## src/rtl/firmware_update_receiver_macros.svh

```systemverilog
// ---------------------------------------------------------------------------
// Firmware update receiver assertion macros
// Shared concurrent-check shorthands; every user has clk and rst_n in scope.
// ---------------------------------------------------------------------------
`ifndef FIRMWARE_UPDATE_RECEIVER_MACROS_SVH
`define FIRMWARE_UPDATE_RECEIVER_MACROS_SVH

// Same-cycle implication, disabled while in reset.
`define FUR_ASSERT_NOW(label, ante, cons, msg) \
  label: assert property (@(posedge clk) disable iff (!rst_n) (ante) |-> (cons)) \
    else $error(msg);

// Next-cycle implication, disabled while in reset.
`define FUR_ASSERT_NEXT(label, ante, cons, msg) \
  label: assert property (@(posedge clk) disable iff (!rst_n) (ante) |=> (cons)) \
    else $error(msg);

`endif

```

## src/rtl/fur_pkg.sv

```systemverilog
// ---------------------------------------------------------------------------
// fur_pkg
// Types, constants and helpers shared by the firmware update receiver.
// ---------------------------------------------------------------------------
package fur_pkg;

  localparam int BYTE_W       = 8;
  localparam int WORD_W       = 16;
  localparam int KIND_W       = 3;
  localparam int PAGE_OUT_W   = 8;
  localparam int OFFSET_OUT_W = 10;
  localparam int MAX_RESULTS  = 3;
  localparam int RES_CNT_W    = 2;

  localparam int PAGE_BYTES_DEF       = 1024;
  localparam int PAGE_NUMBER_BITS_DEF = 8;

  localparam logic [BYTE_W-1:0] CHAR_U   = 8'h55;
  localparam logic [BYTE_W-1:0] CHAR_B   = 8'h42;
  localparam logic [BYTE_W-1:0] HOST_OK  = 8'h00;
  localparam logic [BYTE_W-1:0] HOST_ERR = 8'h01;

  typedef enum logic [KIND_W-1:0] {
    KIND_SEND   = 3'd0,
    KIND_STORE  = 3'd1,
    KIND_COMMIT = 3'd2,
    KIND_META   = 3'd3,
    KIND_RESET  = 3'd4,
    KIND_BOOT   = 3'd5
  } kind_t;

  typedef struct packed {
    kind_t                    kind;
    logic [BYTE_W-1:0]        host_byte;
    logic [PAGE_OUT_W-1:0]    page_number;
    logic [OFFSET_OUT_W-1:0]  byte_offset;
    logic [BYTE_W-1:0]        data_byte;
    logic [WORD_W-1:0]        meta_version;
    logic [WORD_W-1:0]        meta_size;
    logic                     last;
  } result_t;

  function automatic result_t make_result(
    kind_t                   kind,
    logic [BYTE_W-1:0]       host_byte,
    logic [PAGE_OUT_W-1:0]   page_number,
    logic [OFFSET_OUT_W-1:0] byte_offset,
    logic [BYTE_W-1:0]       data_byte,
    logic [WORD_W-1:0]       meta_version,
    logic [WORD_W-1:0]       meta_size
  );
    result_t r;
    r.kind         = kind;
    r.host_byte    = host_byte;
    r.page_number  = page_number;
    r.byte_offset  = byte_offset;
    r.data_byte    = data_byte;
    r.meta_version = meta_version;
    r.meta_size    = meta_size;
    r.last         = 1'b0;
    return r;
  endfunction

endpackage

```

## src/rtl/firmware_update_receiver.sv

```systemverilog
// ---------------------------------------------------------------------------
// firmware_update_receiver
// Host-byte protocol decoder for in-field firmware updates.
// ---------------------------------------------------------------------------
// Feed host link bytes on the in_ channel, one byte per beat. Each byte
// produces zero to three result beats on the out_ channel, in order, with
// out_last marking the final beat belonging to that byte. Results are held
// in a three-entry output queue; a byte that yields zero or one result is
// taken every cycle while out_ready is high, a byte that yields more results
// keeps in_ready low while more than one of its results is queued (one result
// beat per cycle with out_ready high). Idle: 'U' is
// echoed and starts an update, 'B' is echoed and followed by a boot request,
// anything else is dropped. An update takes a little-endian 16-bit version
// and size; a nonzero version older than stored_version sends error byte 1
// and a reset request, otherwise a metadata write (version 0 keeps the stored
// version, which is also loaded with the written one) and ok byte 0 follow.
// Frames then arrive with a big-endian 16-bit length; each data byte comes
// out as a store beat with page and offset, a full page of PAGE_BYTES emits a
// commit, and every frame end sends 0. A zero length ends the update,
// committing the current page unless it is the very first frame. Write
// cfg_stored_version only while the block is idle; cfg_ready is always high.
// ---------------------------------------------------------------------------
`include "firmware_update_receiver_macros.svh"

module firmware_update_receiver #(
  parameter int PAGE_BYTES       = fur_pkg::PAGE_BYTES_DEF,
  parameter int PAGE_NUMBER_BITS = fur_pkg::PAGE_NUMBER_BITS_DEF
) (
  input  logic                                clk,
  input  logic                                rst_n,
  // host byte channel
  input  logic                                in_valid,
  output logic                                in_ready,
  input  logic [fur_pkg::BYTE_W-1:0]          in_rx_byte,
  // result channel
  output logic                                out_valid,
  input  logic                                out_ready,
  output logic [fur_pkg::KIND_W-1:0]          out_kind,
  output logic [fur_pkg::BYTE_W-1:0]          out_host_byte,
  output logic [fur_pkg::PAGE_OUT_W-1:0]      out_page_number,
  output logic [fur_pkg::OFFSET_OUT_W-1:0]    out_byte_offset,
  output logic [fur_pkg::BYTE_W-1:0]          out_data_byte,
  output logic [fur_pkg::WORD_W-1:0]          out_meta_version,
  output logic [fur_pkg::WORD_W-1:0]          out_meta_size,
  output logic                                out_last,
  // configuration write
  input  logic                                cfg_valid,
  output logic                                cfg_ready,
  input  logic [fur_pkg::WORD_W-1:0]          cfg_stored_version
);
  import fur_pkg::*;

  result_t [MAX_RESULTS-1:0] res;
  logic [RES_CNT_W-1:0]      res_cnt;

  // output queue: slot 0 is the head shown on the out_ ports
  result_t [MAX_RESULTS-1:0] q_r, q_nxt;
  logic [RES_CNT_W-1:0]      cnt_r, cnt_nxt;

  logic in_fire;
  logic pop;

  assign cfg_ready = 1'b1;

  assign out_valid = (cnt_r != '0);
  assign pop       = out_valid & out_ready;
  // take a new byte once the queue is empty or its last entry leaves now
  assign in_ready  = (cnt_r == '0) | ((cnt_r == RES_CNT_W'(1)) & out_ready);
  assign in_fire   = in_valid & in_ready;

  fur_ctrl #(
    .PAGE_BYTES       (PAGE_BYTES),
    .PAGE_NUMBER_BITS (PAGE_NUMBER_BITS)
  ) u_ctrl (
    .clk      (clk),
    .rst_n    (rst_n),
    .in_fire  (in_fire),
    .rx_byte  (in_rx_byte),
    .cfg_we   (cfg_valid & cfg_ready),
    .cfg_data (cfg_stored_version),
    .res      (res),
    .res_cnt  (res_cnt)
  );

  always_comb begin
    q_nxt   = q_r;
    cnt_nxt = cnt_r;
    if (in_fire) begin
      q_nxt   = res;
      cnt_nxt = res_cnt;
    end else if (pop) begin
      for (int i = 0; i < MAX_RESULTS - 1; i++) begin
        q_nxt[i] = q_r[i+1];
      end
      cnt_nxt = cnt_r - RES_CNT_W'(1);
    end
  end

  always_ff @(posedge clk) begin
    if (!rst_n) begin
      cnt_r <= '0;
    end else begin
      cnt_r <= cnt_nxt;
    end
  end

  always_ff @(posedge clk) begin
    q_r <= q_nxt;
  end

  assign out_kind         = q_r[0].kind;
  assign out_host_byte    = q_r[0].host_byte;
  assign out_page_number  = q_r[0].page_number;
  assign out_byte_offset  = q_r[0].byte_offset;
  assign out_data_byte    = q_r[0].data_byte;
  assign out_meta_version = q_r[0].meta_version;
  assign out_meta_size    = q_r[0].meta_size;
  assign out_last         = q_r[0].last;

  `FUR_ASSERT_NOW(a_tail_is_last, out_valid && cnt_r == RES_CNT_W'(1), out_last, "final queued beat lacks last")
  `FUR_ASSERT_NEXT(a_more_follow, pop && !out_last, out_valid, "beat group cut short")
  `FUR_ASSERT_NEXT(a_results_show, in_fire && res_cnt != '0, out_valid, "results of accepted byte lost")

endmodule

```

## src/rtl/fur_ctrl.sv

```systemverilog
// ---------------------------------------------------------------------------
// fur_ctrl
// Protocol state machine: decodes one host byte per beat into up to three
// results and holds the version/size/frame/page bookkeeping.
// ---------------------------------------------------------------------------
`include "firmware_update_receiver_macros.svh"

module fur_ctrl #(
  parameter int PAGE_BYTES       = fur_pkg::PAGE_BYTES_DEF,
  parameter int PAGE_NUMBER_BITS = fur_pkg::PAGE_NUMBER_BITS_DEF
) (
  input  logic                                          clk,
  input  logic                                          rst_n,
  input  logic                                          in_fire,
  input  logic [fur_pkg::BYTE_W-1:0]                    rx_byte,
  input  logic                                          cfg_we,
  input  logic [fur_pkg::WORD_W-1:0]                    cfg_data,
  output fur_pkg::result_t [fur_pkg::MAX_RESULTS-1:0]   res,
  output logic [fur_pkg::RES_CNT_W-1:0]                 res_cnt
);
  import fur_pkg::*;

  localparam int OFF_W = $clog2(PAGE_BYTES);
  localparam logic [OFF_W-1:0] OFF_LAST = OFF_W'(PAGE_BYTES - 1);

  typedef enum logic [3:0] {
    PH_IDLE    = 4'd0,
    PH_VER_LO  = 4'd1,
    PH_VER_HI  = 4'd2,
    PH_SIZE_LO = 4'd3,
    PH_SIZE_HI = 4'd4,
    PH_LEN_HI  = 4'd5,
    PH_LEN_LO  = 4'd6,
    PH_DATA    = 4'd7
  } phase_t;

  phase_t                      phase_r, phase_nxt;
  logic [WORD_W-1:0]           stored_version_r, stored_version_nxt;
  logic [WORD_W-1:0]           new_version_r, new_version_nxt;
  logic [WORD_W-1:0]           image_size_r, image_size_nxt;
  logic [WORD_W-1:0]           frame_rem_r, frame_rem_nxt;
  logic                        first_frame_r, first_frame_nxt;
  logic [OFF_W-1:0]            fill_offset_r, fill_offset_nxt;
  logic [PAGE_NUMBER_BITS-1:0] page_r, page_nxt;

  logic [WORD_W-1:0]           ver_full;
  logic [WORD_W-1:0]           size_full;
  logic [WORD_W-1:0]           ver_eff;
  logic [WORD_W-1:0]           len_full;
  logic [WORD_W-1:0]           frame_dec;
  logic [PAGE_OUT_W-1:0]       page_out;
  result_t [MAX_RESULTS-1:0]   res_raw;
  logic [RES_CNT_W-1:0]        cnt;

  assign ver_full  = {rx_byte, new_version_r[BYTE_W-1:0]};
  assign size_full = {rx_byte, image_size_r[BYTE_W-1:0]};
  assign ver_eff   = (new_version_r == '0) ? stored_version_r : new_version_r;
  assign len_full  = {frame_rem_r[WORD_W-1:BYTE_W], rx_byte};
  assign frame_dec = frame_rem_r - WORD_W'(1);
  assign page_out  = PAGE_OUT_W'(page_r);

  always_comb begin
    phase_nxt          = phase_r;
    stored_version_nxt = stored_version_r;
    new_version_nxt    = new_version_r;
    image_size_nxt     = image_size_r;
    frame_rem_nxt      = frame_rem_r;
    first_frame_nxt    = first_frame_r;
    fill_offset_nxt    = fill_offset_r;
    page_nxt           = page_r;
    res_raw            = '0;
    cnt                = '0;

    case (phase_r)
      PH_IDLE: begin
        if (rx_byte == CHAR_U) begin
          res_raw[0] = make_result(KIND_SEND, rx_byte, '0, '0, '0, '0, '0);
          cnt        = 2'd1;
          phase_nxt  = PH_VER_LO;
        end else if (rx_byte == CHAR_B) begin
          res_raw[0] = make_result(KIND_SEND, rx_byte, '0, '0, '0, '0, '0);
          res_raw[1] = make_result(KIND_BOOT, '0, '0, '0, '0, '0, '0);
          cnt        = 2'd2;
        end
      end
      PH_VER_LO: begin
        new_version_nxt = {{BYTE_W{1'b0}}, rx_byte};
        phase_nxt       = PH_VER_HI;
      end
      PH_VER_HI: begin
        new_version_nxt = ver_full;
        phase_nxt       = PH_SIZE_LO;
      end
      PH_SIZE_LO: begin
        image_size_nxt = {{BYTE_W{1'b0}}, rx_byte};
        phase_nxt      = PH_SIZE_HI;
      end
      PH_SIZE_HI: begin
        image_size_nxt = size_full;
        if (new_version_r != '0 && new_version_r < stored_version_r) begin
          // image older than what is in flash: refuse and ask for reset
          res_raw[0] = make_result(KIND_SEND, HOST_ERR, '0, '0, '0, '0, '0);
          res_raw[1] = make_result(KIND_RESET, '0, '0, '0, '0, '0, '0);
          cnt        = 2'd2;
          phase_nxt  = PH_IDLE;
        end else begin
          new_version_nxt    = ver_eff;
          stored_version_nxt = ver_eff;
          res_raw[0] = make_result(KIND_META, '0, '0, '0, '0, ver_eff, size_full);
          res_raw[1] = make_result(KIND_SEND, HOST_OK, '0, '0, '0, '0, '0);
          cnt             = 2'd2;
          first_frame_nxt = 1'b1;
          fill_offset_nxt = '0;
          page_nxt        = '0;
          frame_rem_nxt   = '0;
          phase_nxt       = PH_LEN_HI;
        end
      end
      PH_LEN_HI: begin
        frame_rem_nxt = {rx_byte, {BYTE_W{1'b0}}};
        phase_nxt     = PH_LEN_LO;
      end
      PH_LEN_LO: begin
        frame_rem_nxt = len_full;
        if (len_full == '0) begin
          // end of image: flush the partial page unless nothing was sent
          if (!first_frame_r) begin
            res_raw[0] = make_result(KIND_COMMIT, '0, page_out, '0, '0, '0, '0);
            cnt        = 2'd1;
          end
          phase_nxt = PH_IDLE;
        end else begin
          first_frame_nxt = 1'b0;
          phase_nxt       = PH_DATA;
        end
      end
      PH_DATA: begin
        res_raw[0] = make_result(KIND_STORE, '0, page_out,
                                 OFFSET_OUT_W'(fill_offset_r), rx_byte, '0, '0);
        cnt = 2'd1;
        if (fill_offset_r == OFF_LAST) begin
          res_raw[cnt] = make_result(KIND_COMMIT, '0, page_out, '0, '0, '0, '0);
          cnt             = cnt + 2'd1;
          page_nxt        = page_r + PAGE_NUMBER_BITS'(1);
          fill_offset_nxt = '0;
        end else begin
          fill_offset_nxt = fill_offset_r + OFF_W'(1);
        end
        frame_rem_nxt = frame_dec;
        if (frame_dec == '0) begin
          res_raw[cnt] = make_result(KIND_SEND, HOST_OK, '0, '0, '0, '0, '0);
          cnt          = cnt + 2'd1;
          phase_nxt    = PH_LEN_HI;
        end
      end
      default: begin
        phase_nxt = PH_IDLE;
      end
    endcase
  end

  always_comb begin
    res = res_raw;
    for (int i = 0; i < MAX_RESULTS; i++) begin
      res[i].last = (RES_CNT_W'(i + 1) == cnt);
    end
  end

  assign res_cnt = cnt;

  always_ff @(posedge clk) begin
    if (!rst_n) begin
      phase_r          <= PH_IDLE;
      stored_version_r <= '0;
      new_version_r    <= '0;
      image_size_r     <= '0;
      frame_rem_r      <= '0;
      first_frame_r    <= 1'b1;
      fill_offset_r    <= '0;
      page_r           <= '0;
    end else if (in_fire) begin
      phase_r          <= phase_nxt;
      stored_version_r <= stored_version_nxt;
      new_version_r    <= new_version_nxt;
      image_size_r     <= image_size_nxt;
      frame_rem_r      <= frame_rem_nxt;
      first_frame_r    <= first_frame_nxt;
      fill_offset_r    <= fill_offset_nxt;
      page_r           <= page_nxt;
    end else if (cfg_we) begin
      stored_version_r <= cfg_data;
    end
  end

  `FUR_ASSERT_NOW(a_data_len_nonzero, phase_r == PH_DATA, frame_rem_r != '0, "data phase with empty frame")
  `FUR_ASSERT_NOW(a_offset_in_page, 1'b1, fill_offset_r <= OFF_LAST, "fill offset beyond page")

endmodule
```

## config.mk

```make
export PLATFORM = sky130hd
export DESIGN_NAME = firmware_update_receiver
export DESIGN_NICKNAME = d
export VERILOG_FILES = /design/src/rtl/fur_pkg.sv /design/src/rtl/firmware_update_receiver.sv /design/src/rtl/fur_ctrl.sv
export VERILOG_INCLUDE_DIRS = /design/src /design/src/rtl
export SDC_FILE = /design/constraint.sdc
export NUM_CORES = 1
export LEC_CHECK = 0
export CORE_AREA = 2 2 133 135
export DETAILED_ROUTE_END_ITERATION = 6
export DIE_AREA = 0 0 135 137
export DONT_BUFFER_PORTS = 1
export PLACE_DENSITY = 0.69
export SLEW_MARGIN = 20
export SYNTH_ARGS = -nofsm -noshare
export SYNTH_HDL_FRONTEND = slang
export SYNTH_SLANG_ARGS = --single-unit
```

## constraint.sdc

```tcl
create_clock -name clk -period 6 [get_ports clk]
set_input_delay 0.6 -clock clk [delete_from_list [all_inputs] [get_ports clk]]
set_output_delay 0.6 -clock clk [all_outputs]
set_load 0.05 [all_outputs]
```

======== After elaboration in Yosys (flattened, before gate mapping) ========
Index checks and enable logic that the tools add are counted.
W data, S select, Z words.
word-level totals
  register bits ........................... 291
  input bits .............................. 29
  output and inout bits ................... 73
  word-level logic and storage cells ...... 149
cells by class
  $add $sub $neg .......................... 5
  order comparisons ....................... 3
  equality and inequality tests ........... 21
  muxes and demuxes ....................... 48
  bitwise gates (word level) .............. 9
  reduce and logical (&&, ||, !) cells .... 28
operators with widths
  cell                  number
  $mux W140             5
  $mux W70              5
  $pmux W70 S4          1
  $and A140 B210 Y210   1
  $not A210 Y210        1
  $pmux W70 S3          1
  $demux W70 S2         1
  $mux W69              2
  $mux W16              6
  $pmux W16 S4          1
  $logic_not A16 Y1     3
  $pmux W16 S3          1
  $pmux W4 S8           1
  $pmux W8 S2           2
  $mux W10              2
  $pmux W10 S2          1
  $reduce_and A3 Y1     6
  $eq A4 B3 Y1 const B  4
  $eq A8 B7 Y1 const B  2
  $lt A16 B16 Y1        1
  $mux W2               8
  $mux W8               2
  $reduce_and A4 Y1     4
  $reduce_bool A16 Y1   1
  other kinds (30)      52

======== Depth between registers and ports, before layout ========
Gate-level depths: netlist of run 1.
  depth after elaboration ................. 12
  mapped depth ............................ 13
  depth with buffers taken out ............ 12

======== Cells and area by module ========
Synthesis of run 1 repeated with hierarchy kept, for this count alone.
second synthesis, totals
  cells, all modules ...................... 1308
  area, all modules ....................... 15341.0 um2
by module, submodules not included
  module                    times used  cells an instance  area each (um2)  sequential area each (um2)
  firmware_update_receiver  1           457                9047.4           6346.1
  fur_ctrl                  1           851                6293.5           1561.5

======== Least setup slack after synthesis of run 1 ========
OpenSTA, ideal clock, no wires.
  path type ............................... register to register
  start ................................... reg u_ctrl.frame_rem_r[0]
  end ..................................... reg q_r (netlist bit out_last), data pin
  setup time .............................. 0.256 ns
  data arrival time ....................... 3.002 ns
  required time ........................... 5.744 ns
  setup slack ............................. 2.742 ns
  cell stages (with the launch flop) ...... 13
  path buffers ............................ 1
  period minus slack after synthesis ...... 3.258 ns
  path through ............................ dfxtp_1 inv_1 ha_1 or3b_2 clkbuf_1 nor3_1 xnor2_1 o211ai_1 or4_4 ha_1 o211a_1 nor2_1 a22o_1
RTL lines
  item                    RTL line                         RTL
  start, declared         fur_ctrl.sv:41                   logic [WORD_W-1:0] frame_rem_r, frame_rem_nxt;
  start signal, assigned  fur_ctrl.sv:186                  frame_rem_r <= frame_rem_nxt;
  end signal, assigned    firmware_update_receiver.sv:108  q_r <= q_nxt;
  end, declared           firmware_update_receiver.sv:57   result_t [MAX_RESULTS-1:0] q_r, q_nxt;

======== Worst setup path in the final report of run 1 ========
  start ................................... reg cnt_r[0]
  end ..................................... reg u_ctrl.fill_offset_r[5]
between the ends
  word-level cells in the longest chain between the ends .. 5
  elaborated cells between the ends (all ways) .. 6
  those cells by class .................... eq/ne: 1; bitwise: 3; reduce/logical: 2
ends and longest elaborated chain
  item                           RTL line                         RTL
  start, declared                firmware_update_receiver.sv:58   logic [RES_CNT_W-1:0] cnt_r, cnt_nxt;
  start signal, assigned         firmware_update_receiver.sv:103  cnt_r <= cnt_nxt;
  $eq A2 B1 Y1                   firmware_update_receiver.sv:68   assign in_ready = (cnt_r == '0) | ((cnt_r == RES_CNT_W'(1)) & out_ready);
  $and A1 B1 Y1                  firmware_update_receiver.sv:68
  $or A1 B1 Y1 *                 firmware_update_receiver.sv:68
  via in_ready                   firmware_update_receiver.sv:33   output logic in_ready,
  $and A1 B1 Y1 *                firmware_update_receiver.sv:69   assign in_fire = in_valid & in_ready;
  $reduce_and A3 Y1 (no line) *  -
  end signal, assigned           fur_ctrl.sv:188                  fill_offset_r <= fill_offset_nxt;
  end, declared                  fur_ctrl.sv:43                   logic [OFF_W-1:0] fill_offset_r, fill_offset_nxt;
Mark *: on every way through the listed nets, which the timed path passes. The rest lies on a longest branch.
A chain may end at the register's enable or synchronous reset.

==> metrics.txt, run 1 <==
vias per cell=5.91; Synth Instances=871; Die ar.=0.0185 sq mm; Post-CTS Setup Bufs=0; Inserted Clock Buffers=17; skew final=0.00503 ns; asr flop ratio synth=0%; Root Buffer=clkbuf_16; WS Path Type=reg2reg; clk_lat worst skew=0.43 ns; top cells by area, synth=edfxtp_1, dfxtp_1, buf_4, nor2_1, mux2i_1; synth unique cells=66; slew margin rel.=28.9%; initial antenna violation count=0; H-tree depth=4; post-synth top area cell=edfxtp_1; Antenna diodes=0; clk slew on worst S/H paths=0.06 ns; Post-synth EDFFs=83; via count=5985; setup violators final=0; Fmax achieved=243 MHz; setup tns final=0 ns; Crit path arrival time=4.48 ns; Layout area overhead=2.75%; Max Slew Vio Count=0; Pwr Density=347 mW/mm^2; Yosys reg bits=163; drt pass-1 iters=5; max-cap violations=0; GRT overflow=0; worst hold slack=0.322 ns; clock buffer depth=2; die height=137 um; area share of the largest cell type after synthesis=29.6%; # nets final=826; share of cells above drive strength 1=6.85%; HP Class=in2reg; Starting Density=49.3%; largest net degree at the start of global routing=87; Hold Vio Cnt, Final=0; WL/cell=18.8 um; ANT nets after route=0; synthesized area=0.00841 sq mm; drt drc=0; Core Footprint=0.0171 sq mm; type of origin of the critical path=flop; cts repair resizes=0; I/O Buffers=0; CTS tree=done; Synth Flop Type=edfxtp_1; register area share after synthesis=48.7%; final wirelength=19100 um; Final period util=68.7%; status=finished clean; Die W=135 um; pre-CTS WS=2.07 ns; Mapped Avg Cell Area=9.66 sq um; VDD IR max=0.000195 V; # fillers=1532; hold buffers post-CTS=0; worst setup slack after layout=1.88 ns; placer congestion estimate=0.844; fin crit period=4.12 ns; total leakage power=0.00330 uW; Slew @ Worst Pin=1.06 ns; Req. time, crit path=6.36 ns; FP Rows=48; Critical Path Sink Type=flop; RSZ-0062 raised after global routing=false; I/O Pins=102; DP Area=0.00800 sq mm; first-pass GRT wire length=29800 um; Post-Layout Inst Area=0.00864 sq mm; HPWL after detailed placement=12200 um; global-route usage over all layers=20.9%; Synth Warn #=0; Sink Count=163; initial drt markers=463; vias in the first global route=5547; CP max FO=19
[metrics by stage]
stage	total power [uW]	utilization (%)	cells
3_5_place_dp	1890	46.9	981
4_1_cts	3010	50.5	1013
2_1_floorplan	1910	-	873
3_3_place_gp	1880	46.9	981
6_report	3000	50.7	1013
5_1_grt	3090	50.7	1013
[cells in the final DEF (no fill, tap or decap), types with 22 or more instances in the layout]
| master | instances |
|---|---|
| mux2i_1 | 33 |
| nor2_1 | 96 |
| edfxtp_1 | 83 |
| nand2_1 | 74 |
| dfxtp_1 | 80 |
| o21ai_0 | 51 |
| ha_1 | 22 |
| inv_1 | 23 |
| and2_1 | 30 |
| a21oi_1 | 44 |
[registers in the layout, indices dropped and copies added, names as in the netlist]
register / cells
out_meta_size: 16
out_page_number: 8
u_ctrl.phase_r: 3
out_kind: 3
out_data_byte: 8
out_last: 1
u_ctrl.image_size_r: 8
q_r: 13
u_ctrl.page_out: 8
u_ctrl.first_frame_r: 1
u_ctrl.stored_version_r: 16
u_ctrl.new_version_r: 16
out_meta_version: 16
u_ctrl.fill_offset_r: 10
u_ctrl.frame_rem_r: 16
out_host_byte: 8
out_byte_offset: 10
cnt_r: 2
[cells by family (layout without fill, tap and decap cells)]
| family | after synthesis | count (layout) | share of synthesized area [%] |
|---|---|---|---|
| AND/OR/NAND/NOR | 309 | 309 | 18.0 |
| AO/OA/AOI/OAI | 173 | 173 | 13.7 |
| flip-flops | 163 | 163 | 48.7 |
| buffers and inverters | 147 | 62 | 10.0 |
| multiplexers | 34 | 34 | 4.06 |
| adder cells (fa/ha/maj) | 22 | 22 | 3.27 |
| XOR/XNOR | 21 | 21 | 2.19 |
| other | 2 | 4 | 0.0893 |
[layer usage]
| layer | global-route usage, % | wire length, um | vias to the layer above |
|---|---|---|---|
| met4 | 5.56 | 275 | 0 |
| met2 | 34.3 | 9150 | 188 |
| met5 | 0 | 0 | - |
| met1 | 27.8 | 8570 | 2935 |
| li1 | - | - | 2839 |
| met3 | 5.11 | 1060 | 23 |
[report_power, final]
group | switching (uW) | internal [uW] | total, uW
clock network | 458 | 670 | 1130
registers | 309 | 1310 | 1610
logic | 180 | 73.7 | 253
[layout make-up]
class | instances | area, sq um | area share (%)
clock buffers | 18 | 439 | 5.08
clock inverters | 14 | 175 | 2.03
inverters | 24 | 90.1 | 1.04
multi-input cells | 563 | 3520 | 40.7
flip-flops and latches | 163 | 4090 | 47.4
well taps | 225 | 282 | 3.26
repair buffers | 6 | 45.0 | 0.521
[worst max-delay path, stage by stage (launching register included)]
cell and delay [ns]:
dfxtp_1 0.35, inv_1 0.09, ha_1 0.25, a21o_1 0.46, nand4_1 0.57, nor2_1 0.99, a21oi_1 0.56, or4_1 0.62
a21oi_1 0.15
[Yosys cell counts (22+ instances only)]
master and instances:
mux2i_1 33, nor2_1 97, edfxtp_1 83, clkbuf_1 42
dfxtp_1 80, and2_1 30, inv_1 23, o21ai_0 52
a21oi_1 44, nand2_1 75, buf_4 70, ha_1 22
[final timing paths]
check	from	end	slack, ns	cells past startpoint
worst min-delay path	in_rx_byte[2]	u_ctrl.image_size_r[2]$_SDFFE_PN0P_	0.32	2
worst max register to register	cnt_r[0]$_SDFFE_PN0P_	u_ctrl.fill_offset_r[5]$_SDFFE_PN0P_	1.88	8
worst min register to register	u_ctrl.image_size_r[4]$_SDFFE_PN0P_	u_ctrl.image_size_r[4]$_SDFFE_PN0P_	0.49	2
worst max-delay path	cnt_r[0]$_SDFFE_PN0P_	u_ctrl.fill_offset_r[5]$_SDFFE_PN0P_	1.88	8
Note: power is estimated with default switching activity, not from simulation.
==> inputs of run 2 (changes only) <==
--- a/config.mk
+++ b/config.mk
@@ -6,9 +6,10 @@
 export SDC_FILE = /design/constraint.sdc
 export NUM_CORES = 1
 export LEC_CHECK = 0
-export CORE_AREA = 2 2 133 135
+export ABC_AREA = 1
+export CORE_AREA = 2 2 137 139
 export DETAILED_ROUTE_END_ITERATION = 6
-export DIE_AREA = 0 0 135 137
+export DIE_AREA = 0 0 139 141
 export DONT_BUFFER_PORTS = 1
 export PLACE_DENSITY = 0.69
 export SLEW_MARGIN = 20
==> constraint.sdc (replaced) <==
create_clock -name clk -period 3.9 [get_ports clk]
set_input_delay 0.39 -clock clk [delete_from_list [all_inputs] [get_ports clk]]
set_output_delay 0.39 -clock clk [all_outputs]
set_load 0.05 [all_outputs]
==> run 2 against run 1 <==
  * Count of clock-buffer cells in the layout up 3
  * Clock power grew 35%
  * Worst hold slack got worse by 0.24 ns
  * Critical endpoint is now u_ctrl.stored_version_r[1]$_SDFFE_PN0P_
==> metrics.txt, run 2 <==
die height=141 um (+2.9%); HPWL after detailed placement=15000 um (+23%); clk slew on worst S/H paths=0.06 ns (about the same); Fmax achieved=321 MHz (+32%); Antenna diodes=0 (unchanged); Post-CTS Setup Bufs=0 (unchanged); Layout area overhead=2.01%; top cells by area, synth=edfxtp_1, dfxtp_1, nand2_1, nor2_1, buf_4; Mapped Avg Cell Area=8.10 sq um (-16%); I/O Buffers=0 (unchanged); GRT overflow=0 (unchanged); drt pass-1 iters=5 (unchanged); main combinational cell family by area after synthesis=simple AND/OR/NAND/NOR gates; Critical Path Sink Type=flop; Synth Area in XOR/XNOR=1.17% (-1.0 points); placer congestion estimate=0.938 (+11%); clock buffer depth=2 (unchanged); final wirelength=21200 um (+11%); adder-cell share of the synthesized area=3.09% (-0.18 points); largest net degree at the start of global routing=53 (-39%); ANT nets after route=0 (unchanged); synthesized area=0.00891 sq mm (+5.9%); Yosys reg bits=163 (unchanged); Die W=139 um (+3.0%); Root Buffer=clkbuf_16; Core Footprint=0.0183 sq mm (+7.1%); Starting Density=48.8% (-0.55 points); skew final=0.00627 ns (+0.00123 ns); global-route usage over all layers=21.9% (+0.98 points); Req. time, crit path=4.22 ns (-2.14 ns); Slew @ Worst Pin=1.03 ns (-0.0359 ns); Pwr Density=743 mW/mm^2 (+110%); Most common cell on crit path=nand2_1; # nets final=1073 (+30%); Synth Area in Compound Gates=9.48% (-4.2 points); share of cells above drive strength 1=8.12% (+1.3 points); setup violators final=0 (unchanged); clk_lat worst skew=0.42 ns (about the same); FP Rows=50 (+4.2%); commonest cells after routing, fill and taps aside=nand2_1, nor2_1, inv_1; first-pass GRT wire length=34300 um (+15%); area share of the largest cell type after synthesis=28.0% (-1.7 points); slowest stage cell, crit path=buf_4; Post-synth EDFFs=83 (unchanged); crit-path cells=inv_1, ha_1, inv_1, nand2_1, nand2_2, buf_4, nand2_1, nand2_4, nand2_1, nand2_1, nor2_1; WS Path Type=reg2reg; register area share after synthesis=45.9% (-2.7 points); Crit path arrival time=3.43 ns (-1.05 ns); Die ar.=0.0196 sq mm (+6.0%); Post-Layout Inst Area=0.00909 sq mm (+5.1%); via count=6845 (+14%); setup tns final=0 ns (unchanged); Synth Instances=1100 (+26%); DP Area=0.00856 sq mm (+6.9%); Inserted Clock Buffers=17 (unchanged); hold buffers post-CTS=0 (unchanged); most common cell after layout, fill and taps aside=nand2_1; count leader, synth=nand2_1; Sink Count=163 (unchanged); type of origin of the critical path=flop; H-tree depth=4 (unchanged); Post-Synth Simple-Gate Area=25.2% (+7.3 points); asr flop ratio synth=0% (unchanged); drt drc=0 (unchanged); Hold Vio Cnt, Final=0 (unchanged); slew margin rel.=31.4% (+2.6 points); HP Class=in2reg; Crit path largest cell delay=0.60 ns (-0.39 ns); WL/cell=16.7 um (-11%); synth unique cells=46 (-30%); top post-synthesis cells by count=nand2_1, nor2_1, inv_1; Synth Flop Type=edfxtp_1; Synth Warn #=0 (unchanged); CP max FO=52 (+33); vias in the first global route=6590 (+19%); status=finished clean; max-cap violations=0 (unchanged); Final period util=79.9% (+11 points); Max Slew Vio Count=0 (unchanged); mux contribution to synthesized area=1.80% (-2.3 points); CTS tree=done; vias per cell=5.39 (-8.7%); post-synth top area cell=edfxtp_1; initial drt markers=674 (+46%); initial antenna violation count=0 (unchanged); fin crit period=3.12 ns (-1.01 ns); VDD IR max=0.000425 V (+120%); RSZ-0062 raised after global routing=false; cts repair resizes=0 (unchanged); I/O Pins=102 (unchanged); total leakage power=0.00351 uW (+6.2%)
run 2: cell count changes after synthesis, moves of 11 or more:
cell	change
nand3_1	+19
clkbuf_1	-28
nand2_1	+151
o22ai_1	+11
mux2i_1	-17
a22o_1	-18
inv_1	+82
nor3_1	+17
and3_1	-21
nand4_1	+11
nor2_1	+63
a21oi_1	+13
inv_2	+12
and2_1	-28
run 2: logic make-up (layout without fill, tap and decap cells):
| kind of cell | Yosys count | count (layout) |
|---|---|---|
| buffers and inverters | 226 | 159 |
| muxes | 16 | 16 |
| other | 2 | 4 |
| DFF | 163 | 163 |
| adders and majority gates | 22 | 22 |
| and+or+nand+nor | 510 | 510 |
| xor gates and xnor gates | 11 | 11 |
| AOI/OAI and AO/OA | 150 | 150 |
run 2: worst paths after layout:
check / start / slack (ns) / to / cells after the start
max: cnt_r[0]$_SDFFE_PN0P_ / 0.78 / u_ctrl.stored_version_r[1]$_SDFFE_PN0P_ / 11
min: rst_n / 0.08 / u_ctrl.first_frame_r$_SDFFE_PN1P_ / 1
min reg2reg: u_ctrl.new_version_r[0]$_SDFFE_PN0P_ / 0.48 / u_ctrl.new_version_r[0]$_SDFFE_PN0P_ / 2
max reg2reg: cnt_r[0]$_SDFFE_PN0P_ / 0.78 / u_ctrl.stored_version_r[1]$_SDFFE_PN0P_ / 11
run 2: through the flow:
stage | setup WS (ns) | power [uW] | cells | hold slack (ns) | util [%]
finish | 0.782 | 6750 | 1269 | 0.0810 | 49.8
global route | 0.553 | 7070 | 1269 | 0.0616 | 49.8
CTS | 0.760 | 6790 | 1269 | 0.0555 | 49.8
detailed placement | 0.785 | 5260 | 1237 | 0.471 | 46.8
global placement | 0.848 | 5240 | 1237 | 0.462 | 46.8
floorplan | 0.318 | 5300 | 1102 | 0.451 | -
run 2: cell type report:
| cell class | count | area [sq um] |
|---|---|---|
| fill | 1789 | 9180 |
| sequential | 163 | 4090 |
| multi-input combinational | 713 | 3660 |
| inverter | 121 | 457 |
| clock buffer | 21 | 450 |
| tap | 234 | 293 |
| clock inverter | 11 | 81.3 |
| timing repair buffer | 6 | 57.6 |
run 2: critical path: cells and delay by family, from the launching register on:
family                   cells  cell delay (ns)
AND/OR/NAND/NOR              7             1.39
buffers and inverters        3             1.02
flip-flops                   1             0.35
adder cells (fa/ha/maj)      1             0.22
run 2: metal layers:
metal / vias to the layer above / share of wire [%] / track usage, %
li1: 3399 / - / -
met1: 3207 / 45 / 28.4
met2: 199 / 47 / 35.9
met3: 40 / 5.8 / 5.10
met4: 0 / 2.7 / 7.97
met5: - / 0 / 0
run 2: power by group:
part | leakage [uW] | internal (uW) | switching, uW | total [uW]
Sequential | 0.00152 | 2410 | 1330 | 3730
Combinational | 0.00175 | 395 | 1100 | 1500
Clock | 0.000243 | 831 | 689 | 1520
Total | 0.00351 | 3630 | 3120 | 6750
